`src/design/mie_pkg.sv`:
```
// Shared widths and types for the modular inverse block.
// No dependencies; imported by mie_divstep and modular_inverse_ext_euclid.
`timescale 1ns / 1ps

package mie_pkg;

  localparam int FIELD_BITS = 31;
  localparam int COEF_BITS  = FIELD_BITS + 2;
  localparam int CNT_BITS   = $clog2(FIELD_BITS);

  typedef struct packed {
    logic busy;
    logic done;
  } div_stat_t;

endpackage

```
`src/design/mie_divstep.sv`:
```
// Bit-serial restoring divider, one quotient bit per cycle, MSB first.
// Folds each quotient bit into the product mult * quotient (Horner form).
// Depends on mie_pkg.
`timescale 1ns / 1ps

module mie_divstep
  import mie_pkg::*;
(
  input  logic                  clk,
  input  logic                  rst,
  input  logic                  start,
  input  logic [FIELD_BITS-1:0] dividend,
  input  logic [FIELD_BITS-1:0] divisor,
  input  logic [COEF_BITS-1:0]  mult,
  output div_stat_t             stat,
  output logic [FIELD_BITS-1:0] rem,
  output logic [COEF_BITS-1:0]  prod
);

  logic                  busy;
  logic                  done;
  logic [CNT_BITS-1:0]   cnt;
  logic [FIELD_BITS-1:0] dsh;
  logic [FIELD_BITS:0]   trial;
  logic [FIELD_BITS+1:0] diff;
  logic                  qbit;

  assign trial = {rem, dsh[FIELD_BITS-1]};
  assign diff  = {1'b0, trial} - {2'b00, divisor};
  assign qbit  = ~diff[FIELD_BITS+1];

  assign stat.busy = busy;
  assign stat.done = done;

  always_ff @(posedge clk) begin
    if (rst) begin
      busy <= 1'b0;
      done <= 1'b0;
      cnt  <= '0;
    end else begin
      done <= 1'b0;
      if (start) begin
        busy <= 1'b1;
        cnt  <= CNT_BITS'(FIELD_BITS - 1);
      end else if (busy) begin
        cnt <= cnt - 1'b1;
        if (cnt == '0) begin
          busy <= 1'b0;
          done <= 1'b1;
        end
      end
    end
  end

  always_ff @(posedge clk) begin
    if (start) begin
      rem  <= '0;
      dsh  <= dividend;
      prod <= '0;
    end else if (busy) begin
      rem  <= qbit ? diff[FIELD_BITS-1:0] : trial[FIELD_BITS-1:0];
      dsh  <= {dsh[FIELD_BITS-2:0], 1'b0};
      prod <= {prod[COEF_BITS-2:0], 1'b0} + (qbit ? mult : '0);
    end
  end

  a_no_restart: assert property (@(posedge clk) disable iff (rst) start |-> !busy)
    else $error("divider started while busy");
  a_done_idle: assert property (@(posedge clk) disable iff (rst) done |-> !busy)
    else $error("divider done while busy");
  a_last_step: assert property (@(posedge clk) disable iff (rst)
    (busy && !start && cnt == '0) |=> done)
    else $error("divider missed its done pulse");

endmodule

```
`src/design/modular_inverse_ext_euclid.sv`:
```
// Channel  Handshake              Payload
// in       in_valid / in_ready    modulus[30:0], value[30:0]
// out      out_valid / out_ready  inverse[30:0], has_inverse
// One item at a time; each Euclid round runs one division in the bit-serial divider.
// The number of Euclid rounds per item is at most about 46.
// Reset clears the sequencer, divider control and output valid.
// A result waiting on out_ready does not block the next input beat until the next finish.
// Depends on mie_pkg and mie_divstep.
`timescale 1ns / 1ps

module modular_inverse_ext_euclid
  import mie_pkg::*;
(
  input  logic                  clk,
  input  logic                  rst,
  input  logic                  in_valid,
  output logic                  in_ready,
  input  logic [FIELD_BITS-1:0] modulus,
  input  logic [FIELD_BITS-1:0] value,
  output logic                  out_valid,
  input  logic                  out_ready,
  output logic [FIELD_BITS-1:0] inverse,
  output logic                  has_inverse
);

  typedef enum logic [3:0] {
    S_IDLE = 4'b0001,
    S_TEST = 4'b0010,
    S_DIV  = 4'b0100,
    S_DONE = 4'b1000
  } state_t;

  state_t                state;
  logic [FIELD_BITS-1:0] m_r;
  logic                  vzero;
  logic [FIELD_BITS-1:0] xr;
  logic [FIELD_BITS-1:0] yr;
  logic [COEF_BITS-1:0]  xc;
  logic [COEF_BITS-1:0]  yc;

  div_stat_t             stat;
  logic [FIELD_BITS-1:0] rem;
  logic [COEF_BITS-1:0]  prod;
  logic                  div_start;
  logic [COEF_BITS-1:0]  fixed;
  logic                  slot_free;

  assign in_ready  = (state == S_IDLE);
  assign div_start = (state == S_TEST) && (yr != '0);
  assign fixed     = xc[COEF_BITS-1] ? xc + {2'b00, m_r} : xc;
  assign slot_free = !out_valid || out_ready;

  mie_divstep u_div (
    .clk      (clk),
    .rst      (rst),
    .start    (div_start),
    .dividend (xr),
    .divisor  (yr),
    .mult     (yc),
    .stat     (stat),
    .rem      (rem),
    .prod     (prod)
  );

  always_ff @(posedge clk) begin
    if (rst) begin
      state     <= S_IDLE;
      out_valid <= 1'b0;
    end else begin
      if (state == S_DONE && slot_free) begin
        out_valid <= 1'b1;
      end else if (out_ready) begin
        out_valid <= 1'b0;
      end
      case (state)
        S_IDLE: begin
          if (in_valid) begin
            state <= S_TEST;
          end
        end
        S_TEST: begin
          state <= (yr == '0) ? S_DONE : S_DIV;
        end
        S_DIV: begin
          if (stat.done) begin
            state <= S_TEST;
          end
        end
        S_DONE: begin
          if (slot_free) begin
            state <= S_IDLE;
          end
        end
        default: begin
          state <= S_IDLE;
        end
      endcase
    end
  end

  always_ff @(posedge clk) begin
    if (state == S_IDLE && in_valid) begin
      m_r   <= modulus;
      vzero <= (value == '0);
      xr    <= modulus;
      yr    <= value;
      xc    <= '0;
      yc    <= COEF_BITS'(1);
    end else if (state == S_DIV && stat.done) begin
      xr <= yr;
      yr <= rem;
      xc <= yc;
      yc <= xc - prod;
    end
    if (state == S_DONE && slot_free) begin
      inverse     <= vzero ? '0 : fixed[FIELD_BITS-1:0];
      has_inverse <= !vzero && (xr == FIELD_BITS'(1));
    end
  end

  a_div_live: assert property (@(posedge clk) disable iff (rst)
    (state == S_DIV) |-> (stat.busy || stat.done))
    else $error("waiting on an idle divider");
  a_done_in_div: assert property (@(posedge clk) disable iff (rst)
    stat.done |-> (state == S_DIV))
    else $error("divider result outside the divide state");
  a_out_from_done: assert property (@(posedge clk) disable iff (rst)
    $rose(out_valid) |-> $past(state == S_DONE))
    else $error("result raised outside the finish state");

endmodule

```
`config.mk`:
```
export PLATFORM = sky130hd
export DESIGN_NAME = modular_inverse_ext_euclid
export DESIGN_NICKNAME = d
export VERILOG_FILES = /design/src/design/mie_pkg.sv /design/src/design/mie_divstep.sv /design/src/design/modular_inverse_ext_euclid.sv
export SDC_FILE = /design/constraint.sdc
export NUM_CORES = 1
export LEC_CHECK = 0
export BUFFER_PORTS_ARGS = -buffer_cell sky130_fd_sc_hd__buf_2
export CAP_MARGIN = 20
export CORE_ASPECT_RATIO = 2
export CORE_MARGIN = 4
export CORE_UTILIZATION = 40
export CTS_BUF_LIST = sky130_fd_sc_hd__clkbuf_4
export CTS_CLUSTER_DIAMETER = 40
export DETAILED_ROUTE_END_ITERATION = 16
export HOLD_SLACK_MARGIN = 0.12
export MAX_ROUTING_LAYER = met4
export PLACE_DENSITY = 0.55
export SLEW_MARGIN = 20
export SYNTH_ARGS = -nofsm -noshare
export SYNTH_HDL_FRONTEND = slang
export SYNTH_HIERARCHICAL = 1
export SYNTH_SLANG_ARGS = --single-unit
```
`constraint.sdc`:
```
create_clock -name clk -period 5.5 [get_ports clk]
set_clock_uncertainty 0.2 [all_clocks]
set_input_delay 1.1 -clock clk [delete_from_list [all_inputs] [get_ports clk]]
set_output_delay 1.1 -clock clk [all_outputs]
set_load 0.005 [all_outputs]
```
==> flow_metrics.tcl, run 1 <==
set metrics [dict create \
    drt_iter0_markers 838 \
    dp_hpwl_um 49200 \
    cp.arrival_ps 5640 \
    status "finished, final reports clean" \
    ff2ff_path_depth 20 \
    worst_ir_drop_vdd_mv 0.192 \
    hold_depth 2 \
    grt_util_all_layers_pct 25.6 \
    worst_slew_pin_slew_ps 1020 \
    finalCritPeriodShare_pct 93.3 \
    layout.nets 2449 \
    cts-hold-fix-buffers 0 \
    port-buffer-count 99 \
    grt_pass1_wl_um 96500 \
    end_kind "register" \
    required_ps 6010 \
    cts.path.max_buffers 3 \
    rsz0062_at_grt "no" \
    hp-start "yc[32]$_SDFFE_PP0P_" \
    area_growth_pct 11.3 \
    avgViaCountPerCell 5.60 \
    dieWidth_um 162 \
    met2_usage_pct 49.3 \
    max_clock_freq_mhz 195 \
    leakagePower_nw 8.85 \
    timing.slew.headroom_pct 31.9 \
    dieHeight_um 315 \
    antenna_left 0 \
    drc 0 \
    syn_nets 2351 \
    crit_path_start_kind "register" \
    crit_path_max_fanout 20 \
    p_per_area_nw_per_um2 384 \
    setup_viol 0 \
    hold-path-endpoint "xc[32]$_SDFFE_PP0P_" \
    worstPathCellList "inv_1 -> ha_1 -> a21o_1 -> a211o_1 -> o211ai_2 -> a21oi_1 -> a221o_2 -> o21ai_4 -> buf_6 -> nor2b_1 -> ha_1 -> a21o_1 -> a21oi_1 -> o21ai_0 -> o211a_1 -> or3_1 -> o211ai_1 -> a21oi_1 -> or4b_1 -> nand3_1" \
    cp_common_cell "a21oi_1" \
    wl_per_cell_um 21.6 \
    maxCapViolCount 0 \
    gp_congestion 0.941 \
    start_util_pct 40.4 \
    cts_htree_levels 3 \
    grt_use_met1_pct 22.7 \
    fp.coreArea_um2 46700 \
    grt_busiest_layer "met2" \
    gr-total-overflow 0 \
    min_period_ps 5130 \
    num_vias 16500 \
    clk_pin_slew_ps 80 \
    cts_tree "done" \
    timing.rr.start "yr[5]$_DFFE_PP_" \
    cts_made_buffers 74 \
    hold_path.class "reg -> reg" \
    antenna_found_initial 5 \
    grt_pass1_vias 17000 \
    slew_violations 0 \
    synth.cell_area_um2 18900 \
    die-area_um2 50900 \
    worst-setup-path-type "reg -> reg" \
    hold_violations 0 \
    io_pins 100 \
    syn_area_per_cell_um2 8.76 \
    r2r-end "u_div/prod[30]$_SDFFE_PP0P_" \
    first_pass_iters 7 \
    cp_slowest_cell "or4b_1" \
    clk_latency_ps 800 \
    synth_warnings 6 \
    r2r_setup_slack_ps 370 \
    final_core_util_pct 45.0 \
    routed_wl_um 63600 \
    critPathLaunch "yr[5]$_DFFE_PP_" \
    drive_gt1_share_pct 14.2 \
    cts_root_buf "clkbuf_4" \
    synthCells 2155 \
    fillers 4739 \
    tns_ps 0 \
    num_rows 112 \
    cts_num_sinks 299 \
    grt_max_degree 70 \
    max_stage_delay_ps 510 \
    use_met3_pct 3.78 \
]
-- report_power, final --
part	leakage [nW]	switching (mW)	internal, mW	total [mW]
clock network	0.597	0.984	1.04	2.02
logic	5.62	1.89	1.18	3.06
registers	2.64	0.304	2.68	2.98
-- timing repair --
action,CTS,global route
endpoints found under the setup margin,0,5
hold endpoints to repair,0,0
resized for setup,0,3
setup buffers,0,0
-- sequential cells by signal, summed over array words and instances (netlist names) --
register	count
u_div/dsh	31
vzero	1
u_div/rem	31
u_div/prod	33
out_valid	1
yr	31
has_inverse	1
inverse	31
u_div/busy	1
u_div/cnt	5
xc	33
u_div/done	1
state	4
xr	31
yc	33
m_r	31
-- critical path: cells and delay by family, from the launching register on --
kind | cells | cell delay, ps
DFF | 1 | 390
adders and majority gates | 2 | 600
and+or+nand+nor | 4 | 990
AOI/OAI and AO/OA | 12 | 2550
buffers and inverters | 2 | 310
-- metal layers --
layer	wire length [µm]	vias to the layer above
met4	4710	0
met3	2270	188
met1	21000	7846
met5	0	-
li1	-	7990
met2	35600	465
-- final cells by class --
type,instances,area [µm²],area share (%)
clock inverters,23,169,0.804
inverters,106,400,1.91
flip-flops and latches,299,7560,36.0
diodes,6,15.0,0.0715
clock buffers,112,841,4.00
multi-input cells,1649,10500,50.2
repair buffers,123,692,3.29
well taps,627,785,3.73
-- worst max path at each step --
stage	endpoint
detailed placement	u_div/prod[25]$_SDFFE_PP0P_
global placement	u_div/prod[30]$_SDFFE_PP0P_
global route	u_div/prod[18]$_SDFFE_PP0P_
finish	u_div/prod[30]$_SDFFE_PP0P_
CTS	u_div/prod[25]$_SDFFE_PP0P_
floorplan	u_div/prod[30]$_SDFFE_PP0P_
-- placed cells by master, fill, tap and decap left out, types with 28 or more instances in the layout --
cell type / count
o21ai_0: 98
clkbuf_4: 112
a21oi_1: 170
edfxtp_1: 157
mux2_2: 33
dfxtp_1: 141
a21o_1: 57
nand2b_1: 36
nand2_1: 393
ha_1: 126
xnor2_1: 39
mux2i_1: 32
xor2_1: 39
nor2b_1: 48
buf_2: 99
inv_1: 104
nor3_1: 29
nand4_1: 28
nor2_1: 147
a211oi_1: 29
nand3_1: 44
-- stage by stage --
step	instance area (µm²)	setup slack (ps)	power, mW	hold WS [ps]	std cells
final	21000	368	8.06	264	2945
after global routing	21000	14.9	8.61	260	2945
after CTS	21000	298	8.12	247	2938
after detailed placement	20000	380	6.06	256	2803
after global placement	20000	407	6.03	255	2803
after floorplan	18900	758	5.23	234	2155
No activity file was read; power rests on OpenSTA's default activity.
==> run 2, diff against run 1 <==
==> constraint.sdc (replaced) <==
create_clock -name clk -period 4.88 [get_ports clk]
set_clock_uncertainty 0.2 [all_clocks]
set_input_delay 0.976 -clock clk [delete_from_list [all_inputs] [get_ports clk]]
set_output_delay 0.976 -clock clk [all_outputs]
set_load 0.005 [all_outputs]
==> flow_metrics.tcl, run 2 (same netlist as run 1, synthesis figures left out) <==
set metrics [dict create \
    status "finished, final reports clean" \
    path_buf_inv 4 \
    setup_viol 0 \
    clk_latency_ps 810 \
    io_pins 100 \
    rsz0062_at_grt "yes" \
    timing.rr.start "yr[5]$_DFFE_PP_" \
    grt_pass1_vias 17300 \
    whs_ps 205 \
    grt_max_degree 97 \
    antenna_left 0 \
    most-common-layout-cells "nand2_1, a21oi_1, edfxtp_1" \
    path_depth 22 \
    place_area_um2 20700 \
    clk_pin_slew_ps 70 \
    timing.slew.headroom_pct 26.0 \
    hold_violations 0 \
    hold_depth 1 \
    crit_path_start_kind "register" \
    cts_made_buffers 75 \
    antenna_found_initial 3 \
    wl_per_cell_um 21.4 \
    num_rows 112 \
    max_stage_delay_ps 520 \
    drc 0 \
    worst_ir_drop_vdd_mv 0.323 \
    layout.nets 2568 \
    dieHeight_um 315 \
    min_period_ps 4870 \
    dieWidth_um 162 \
    worstPathCellList "inv_2 -> ha_4 -> a21o_1 -> a211o_1 -> o211ai_4 -> a21oi_2 -> a221o_2 -> o21ai_4 -> buf_12 -> buf_6 -> buf_6 -> nor2b_1 -> ha_1 -> a21oi_2 -> o21ai_1 -> o21a_1 -> o211ai_1 -> nand2_2 -> o211ai_1 -> a21oi_2 -> or4b_1 -> nand3_1" \
    cts_tree "done" \
    num_vias 17100 \
    max_clock_freq_mhz 205 \
    leakagePower_nw 9.44 \
    hold_path.class "in -> reg" \
    maxCapViolCount 0 \
    end_kind "register" \
    avgViaCountPerCell 5.61 \
    design_area_um2 22100 \
    cp_slowest_cell "or4b_1" \
    gp_congestion 0.964 \
    die-area_um2 50900 \
    finalCritPeriodShare_pct 99.7 \
    required_ps 5360 \
    cts_htree_levels 3 \
    cts_num_sinks 299 \
    endpoint "u_div/prod[30]$_SDFFE_PP0P_" \
    start_util_pct 40.4 \
    slew_violations 0 \
    critPathLaunch "yr[5]$_DFFE_PP_" \
    ff2ff_path_depth 22 \
    p_per_area_nw_per_um2 441 \
    gr-total-overflow 0 \
    fp.coreArea_um2 46700 \
    port-buffer-count 99 \
    dp_hpwl_um 50600 \
    top_regs "u_div/prod x33, xc x33, yc x33" \
    worst_slew_pin_slew_ps 1110 \
    first_pass_iters 5 \
    fillers 4646 \
    worst-setup-path-type "reg -> reg" \
    drt_iter0_markers 986 \
    cp.arrival_ps 5350 \
    cp_common_cell "a21oi_2" \
    tns_ps 0 \
    r2r-end "u_div/prod[30]$_SDFFE_PP0P_" \
    critical-path-top-delay-family "compound AO/OA/AOI/OAI gates" \
    grt_pass1_wl_um 98000 \
    grt_util_all_layers_pct 26.0 \
    cts_root_buf "clkbuf_4" \
    routed_wl_um 65500 \
    r2r_setup_slack_ps 10 \
    drive_gt1_share_pct 19.0 \
    final_common_cell "nand2_1" \
    area_growth_pct 17.0 \
    cts.path.max_buffers 3 \
    crit_path_max_fanout 5 \
]
run 2: layer usage:
layer / up-vias / wire, µm / global-route usage [%]
met5: - / 0 / -
met4: 0 / 6120 / 20.6
met3: 241 / 2320 / 3.57
met2: 498 / 35900 / 48.8
met1: 8166 / 21100 / 22.8
li1: 8237 / - / -
run 2: final cells by class:
class | instances | area, µm² | share of cell area (%)
Timing Repair Buffer | 241 | 1670 | 7.58
Sequential cell | 299 | 7560 | 34.2
Antenna cell | 3 | 7.51 | 0.0340
Clock buffer | 103 | 773 | 3.50
Clock inverter | 29 | 183 | 0.827
Inverter | 106 | 400 | 1.81
Tap cell | 627 | 785 | 3.55
Multi-Input combinational cell | 1649 | 10700 | 48.5
run 2: where the power goes:
group          internal, mW  total (mW)  switching, mW
combinational          1.83        4.24           2.40
clock                  1.09        2.17           1.08
sequential             3.02        3.32          0.306
total                  5.94        9.73           3.79
run 2: worst min-delay path by stage:
stage	start	end	slack, ps
floorplan	yc[21]$_SDFFE_PP0P_	yc[21]$_SDFFE_PP0P_	230
global placement	yc[31]$_SDFFE_PP0P_	xc[31]$_SDFFE_PP0P_	250
detailed placement	xc[31]$_SDFFE_PP0P_	xc[31]$_SDFFE_PP0P_	260
CTS	modulus[27]	m_r[27]$_DFFE_PP_	130
global route	modulus[27]	m_r[27]$_DFFE_PP_	160
finish	modulus[24]	m_r[24]$_DFFE_PP_	210
run 2: through the flow:
stage	util [%]	setup slack [ps]	instances	power, mW
detailed placement	44.4	-108	2900	7.24
floorplan	-	138	2155	5.89
global placement	44.4	-83.4	2900	7.20
CTS	46.6	-22.1	3035	9.50
global route	47.3	-193	3057	10.4
finish	47.3	13.4	3057	9.73
run 2: repair_timing:
| item | in CTS | in global routing |
|---|---|---|
| buffers inserted | 2 | 17 |
| endpoints found under the setup margin | 8 | 16 |
| hold buffers | 1 | 0 |
| endpoints found under the hold margin | 1 | 0 |
| pin swaps | 2 | 26 |
| gates cloned | 0 | 2 |
| resized for setup | 10 | 36 |
